--- src/rtl/dstwr_pkg.sv ---
// ----------------------------------------------------------------------------
// dstwr_pkg
// Shared types and constants of the two-way ranging time-of-flight block.
// ----------------------------------------------------------------------------
package dstwr_pkg;

  localparam int QUEUE_DEPTH = 4;
  localparam int QPTR_BITS   = 2;
  localparam int QCNT_BITS   = 3;
  localparam int QUO_BITS    = 32;

  localparam logic [QUO_BITS-1:0] TOF_POS_MAX = 32'h7FFF_FFFF;
  localparam logic [QUO_BITS-1:0] TOF_NEG_MAG = 32'h8000_0000;

  typedef struct packed {
    logic full;
    logic empty;
  } q_stat_t;

endpackage

--- src/rtl/dstwr_queue.sv ---
// ----------------------------------------------------------------------------
// dstwr_queue
// Short first-in first-out queue between the front and back parts.
// ----------------------------------------------------------------------------
module dstwr_queue #(
  parameter int DATA_BITS = 162
) (
  input  logic                 clk_i,
  input  logic                 rst_ni,
  input  logic                 push_i,
  input  logic [DATA_BITS-1:0] push_data_i,
  input  logic                 pop_i,
  output logic [DATA_BITS-1:0] pop_data_o,
  output dstwr_pkg::q_stat_t   q_stat_o
);
  import dstwr_pkg::*;

  logic [DATA_BITS-1:0] mem_q [QUEUE_DEPTH];
  logic [QPTR_BITS-1:0] wr_ptr_q, rd_ptr_q;
  logic [QCNT_BITS-1:0] cnt_q;
  logic                 do_push, do_pop;

  assign q_stat_o.full  = (cnt_q == QCNT_BITS'(QUEUE_DEPTH));
  assign q_stat_o.empty = (cnt_q == '0);
  assign do_push = push_i && !q_stat_o.full;
  assign do_pop  = pop_i && !q_stat_o.empty;
  assign pop_data_o = mem_q[rd_ptr_q];

  always_ff @(posedge clk_i or negedge rst_ni) begin
    if (!rst_ni) begin
      wr_ptr_q <= '0;
      rd_ptr_q <= '0;
      cnt_q    <= '0;
    end else begin
      if (do_push) wr_ptr_q <= wr_ptr_q + 1'b1;
      if (do_pop)  rd_ptr_q <= rd_ptr_q + 1'b1;
      if (do_push && !do_pop) cnt_q <= cnt_q + 1'b1;
      else if (do_pop && !do_push) cnt_q <= cnt_q - 1'b1;
    end
  end

  always_ff @(posedge clk_i) begin
    if (do_push) mem_q[wr_ptr_q] <= push_data_i;
  end

endmodule

--- config.mk ---
export PLATFORM = sky130hd
export DESIGN_NAME = dstwr_queue
export DESIGN_NICKNAME = d
export VERILOG_FILES = /design/src/rtl/dstwr_pkg.sv /design/src/rtl/dstwr_queue.sv
export SDC_FILE = /design/constraint.sdc
export NUM_CORES = 1
export LEC_CHECK = 0
export BUFFER_PORTS_ARGS = -buffer_cell sky130_fd_sc_hd__clkbuf_2
export CORE_ASPECT_RATIO = 2
export CORE_MARGIN = 1
export CORE_UTILIZATION = 30
export CTS_CLUSTER_DIAMETER = 40
export DETAILED_ROUTE_END_ITERATION = 7
export GPL_TIMING_DRIVEN = 1
export PLACE_DENSITY_LB_ADDON = 0.12
export SLEW_MARGIN = 15
export SYNTH_ARGS = -nofsm -noshare
export SYNTH_HDL_FRONTEND = slang
export SYNTH_SLANG_ARGS = --single-unit
--- constraint.sdc ---
create_clock -name clk_i -period 4.9 [get_ports clk_i]
set_input_delay 0.735 -clock clk_i [delete_from_list [all_inputs] [get_ports clk_i]]
set_output_delay 0.735 -clock clk_i [all_outputs]
set_load 0.05 [all_outputs]
==> out/metrics.yaml <==
critPathCaptureType: "output port"
cts_tree: "built"
cts_max_path_buffers: 3
synth_top_family_by_area: "multiplexers"
slowest_stage: "dfrtp_4"
multi_input_area_sq_um: 3880
drt-pass1-iter-count: 4
num-fill-cells: 7279
yosysWarningCount: 0
slowest_delay_ns: 0.95
clkLatencyLatePin_ns: 0.64
slew_viol_final: 0
slew_headroom: 0.395
die_w_microns: 201
globalplace.congestion: 0.690
rsz0062_at_grt: "false"
worstMarginPinSlew_ns: 0.907
required_ns: 4.16
htreeDepth: 3
cp_max_fo: 43
cts_root_buffer: "clkbuf_16"
drc: 0
vias: 10700
status: "complete, no violations"
ios: 330
first_global_vias: 11900
clk_pin_slew_worst_paths_ns: 0.07
port_buffers: 329
cts_sinks: 655
finalHoldViolCount: 0
synth_compound_area_frac: 0
drv_cap: 0
ys_seq_area_frac: 0.825
wl_per_cell_microns: 22.9
coreArea_sq_um: 78400
ir_drop_v: 0.000377
die_h_microns: 400
synthSimpleGateAreaFrac: 0.00263
setup_viol: 0
path_cells: "buf_4, mux4_2, clkbuf_2"
postRouteAntennaNets: 0
grt_usage: 0.137
viasPerCell: 4.53
ys_ff_latch: 655
initial_utilization: 0.303
fin_crit_ns: 3.50
total_power_mw: 21.2
synthAdderAreaFrac: 0.00347
drt_iter0_markers: 336
synthCells: 882
antenna_found_initial: 7
fin_skew_ns: 0.0163
criticalPathCategory: "register to output port"
worstHoldPathType: "primary input to register"
power.density_nw_per_um2: 723
fin_setup_tns_ns: 0
wl_mm: 54.1
syn2layout_area_growth_pct: 23.0
cts_made_buffers: 74
grt_max_degree: 91
synthXorXnorAreaFrac: 0.00221
syn_nets: 1054
layout-drive-gt1-share: 0.480
layout.nets: 1448
dp_hpwl_mm: 33.4
post_cts_buffers: 0
rows: 145
grt_overflow: 0
avgSynthCellArea_sq_um: 27.0
critPathArrivalTime_ns: 2.76
synthMuxAreaShare: 0.154
max_freq_ghz: 0.286
leakagePower_nw: 9.89
die_area_sq_um: 80500
seq_area_sq_um: 19600
grt_pass1_wl_mm: 80.2
fin_crit_sh: 0.714
critPathLaunchType: "register"
synth_cell_type_count: 21
mappedNetlistArea_sq_um: 23800
-- worst max-delay path: cells and delay by family (launching register included) --
family	cells	cell delay, ns
buffers and inverters	2	0.72
flip-flops	1	0.95
multiplexers	1	0.43
-- flip-flops by register name, indices dropped and copies added, names as in the netlist --
name,flops
cnt_q,3
wr_ptr_q,2
rd_ptr_q,2
mem_q,648
-- cells in the final DEF, fill, tap and decap left out, types with 3 or more instances in the layout --
cell / instances
clkbuf_2: 329
buf_12: 13
dfrtp_1: 5
ha_1: 5
buf_4: 12
inv_6: 12
clkinvlp_4: 5
and2_4: 4
clkbuf_16: 75
xnor2_1: 4
inv_1: 4
clkinv_4: 5
inv_8: 5
clkbuf_1: 9
mux4_2: 162
bufinv_16: 6
edfxtp_1: 648
clkinv_1: 9
clkinv_2: 3
-- kinds of logic after synthesis --
group | count (synthesis)
buf+inv | 41
fa+ha+maj | 6
flops | 655
xor+xnor | 6
mux | 164
simple gates | 10
-- cell usage after synthesis --
cell type | count | area share
nand3_1 | 1 | 0.00021
mux4_2 | 162 | 0.15
fa_1 | 1 | 0.00084
buf_2 | 16 | 0.0034
and2_1 | 4 | 0.0011
buf_4 | 7 | 0.0022
mux2_2 | 2 | 0.00095
dfrtp_1 | 7 | 0.0074
clkbuf_1 | 1 | 0.00016
xor2_1 | 2 | 0.00074
nor3b_2 | 1 | 0.00053
or3_1 | 1 | 0.00026
buf_6 | 11 | 0.0052
ha_1 | 5 | 0.0026
nor2b_1 | 1 | 0.00026
buf_1 | 2 | 0.00032
edfxtp_1 | 648 | 0.82
xnor2_1 | 4 | 0.0015
inv_1 | 4 | 0.00063
nor2_1 | 1 | 0.00016
nand2_1 | 1 | 0.00016
-- final cells by class --
cell class | instances | area share
well taps | 1029 | 0.0440
diodes | 1 | 0.0000855
multi-input cells | 186 | 0.133
clock buffers | 84 | 0.0653
inverters | 4 | 0.000513
flip-flops and latches | 655 | 0.671
clock inverters | 48 | 0.0179
repair buffers | 355 | 0.0686
-- stage by stage --
stage                     utilization  setup slack (ns)  std cells  cell area [sq um]  hold WS, ns
final                           0.373              1.40       2362              29300        0.315
after global routing            0.373              1.23       2362              29300        0.267
after CTS                       0.373              1.20       2361              29300        0.242
after detailed placement        0.342              1.86       2228              26800        0.487
after global placement          0.342              1.92       2228              26800        0.464
after floorplan                     -              1.45        882              23800        0.439
-- layer usage --
layer	part of all wire	wire, microns	GRT usage
met5	0.0011	62	0
met4	0.023	1260	0.0564
met3	0.083	4480	0.0513
met2	0.51	27700	0.236
met1	0.38	20600	0.152
-- path summary, 6_finish.rpt --
kind,start,endpoint,slack (ns),cells past startpoint
worst min-delay path,push_data_i[161],mem_q[2][161],0.31,1
worst max register to register,cnt_q[2],mem_q[3][32],2.23,4
max in group asynchronous,rst_ni,rd_ptr_q[0],4.19,2
worst min register to register,cnt_q[2],cnt_q[2],0.49,1
min in group asynchronous,rst_ni,cnt_q[0],0.51,2
worst max-delay path,rd_ptr_q[1],pop_data_o[16],1.40,3
-- timing repair --
item | CTS | global route
hold buffers | 1 | 0
gates resized for setup | 0 | 0
endpoints found under the hold margin | 7 | 0
endpoints found under the setup margin | 0 | 0
-- power by group --
part	internal, mW	switching (mW)	leakage, nW
clock network	3.19	2.30	1.18
logic	2.25	5.72	2.70
registers	7.39	0.313	6.02
(Power assumes the default switching activity.)
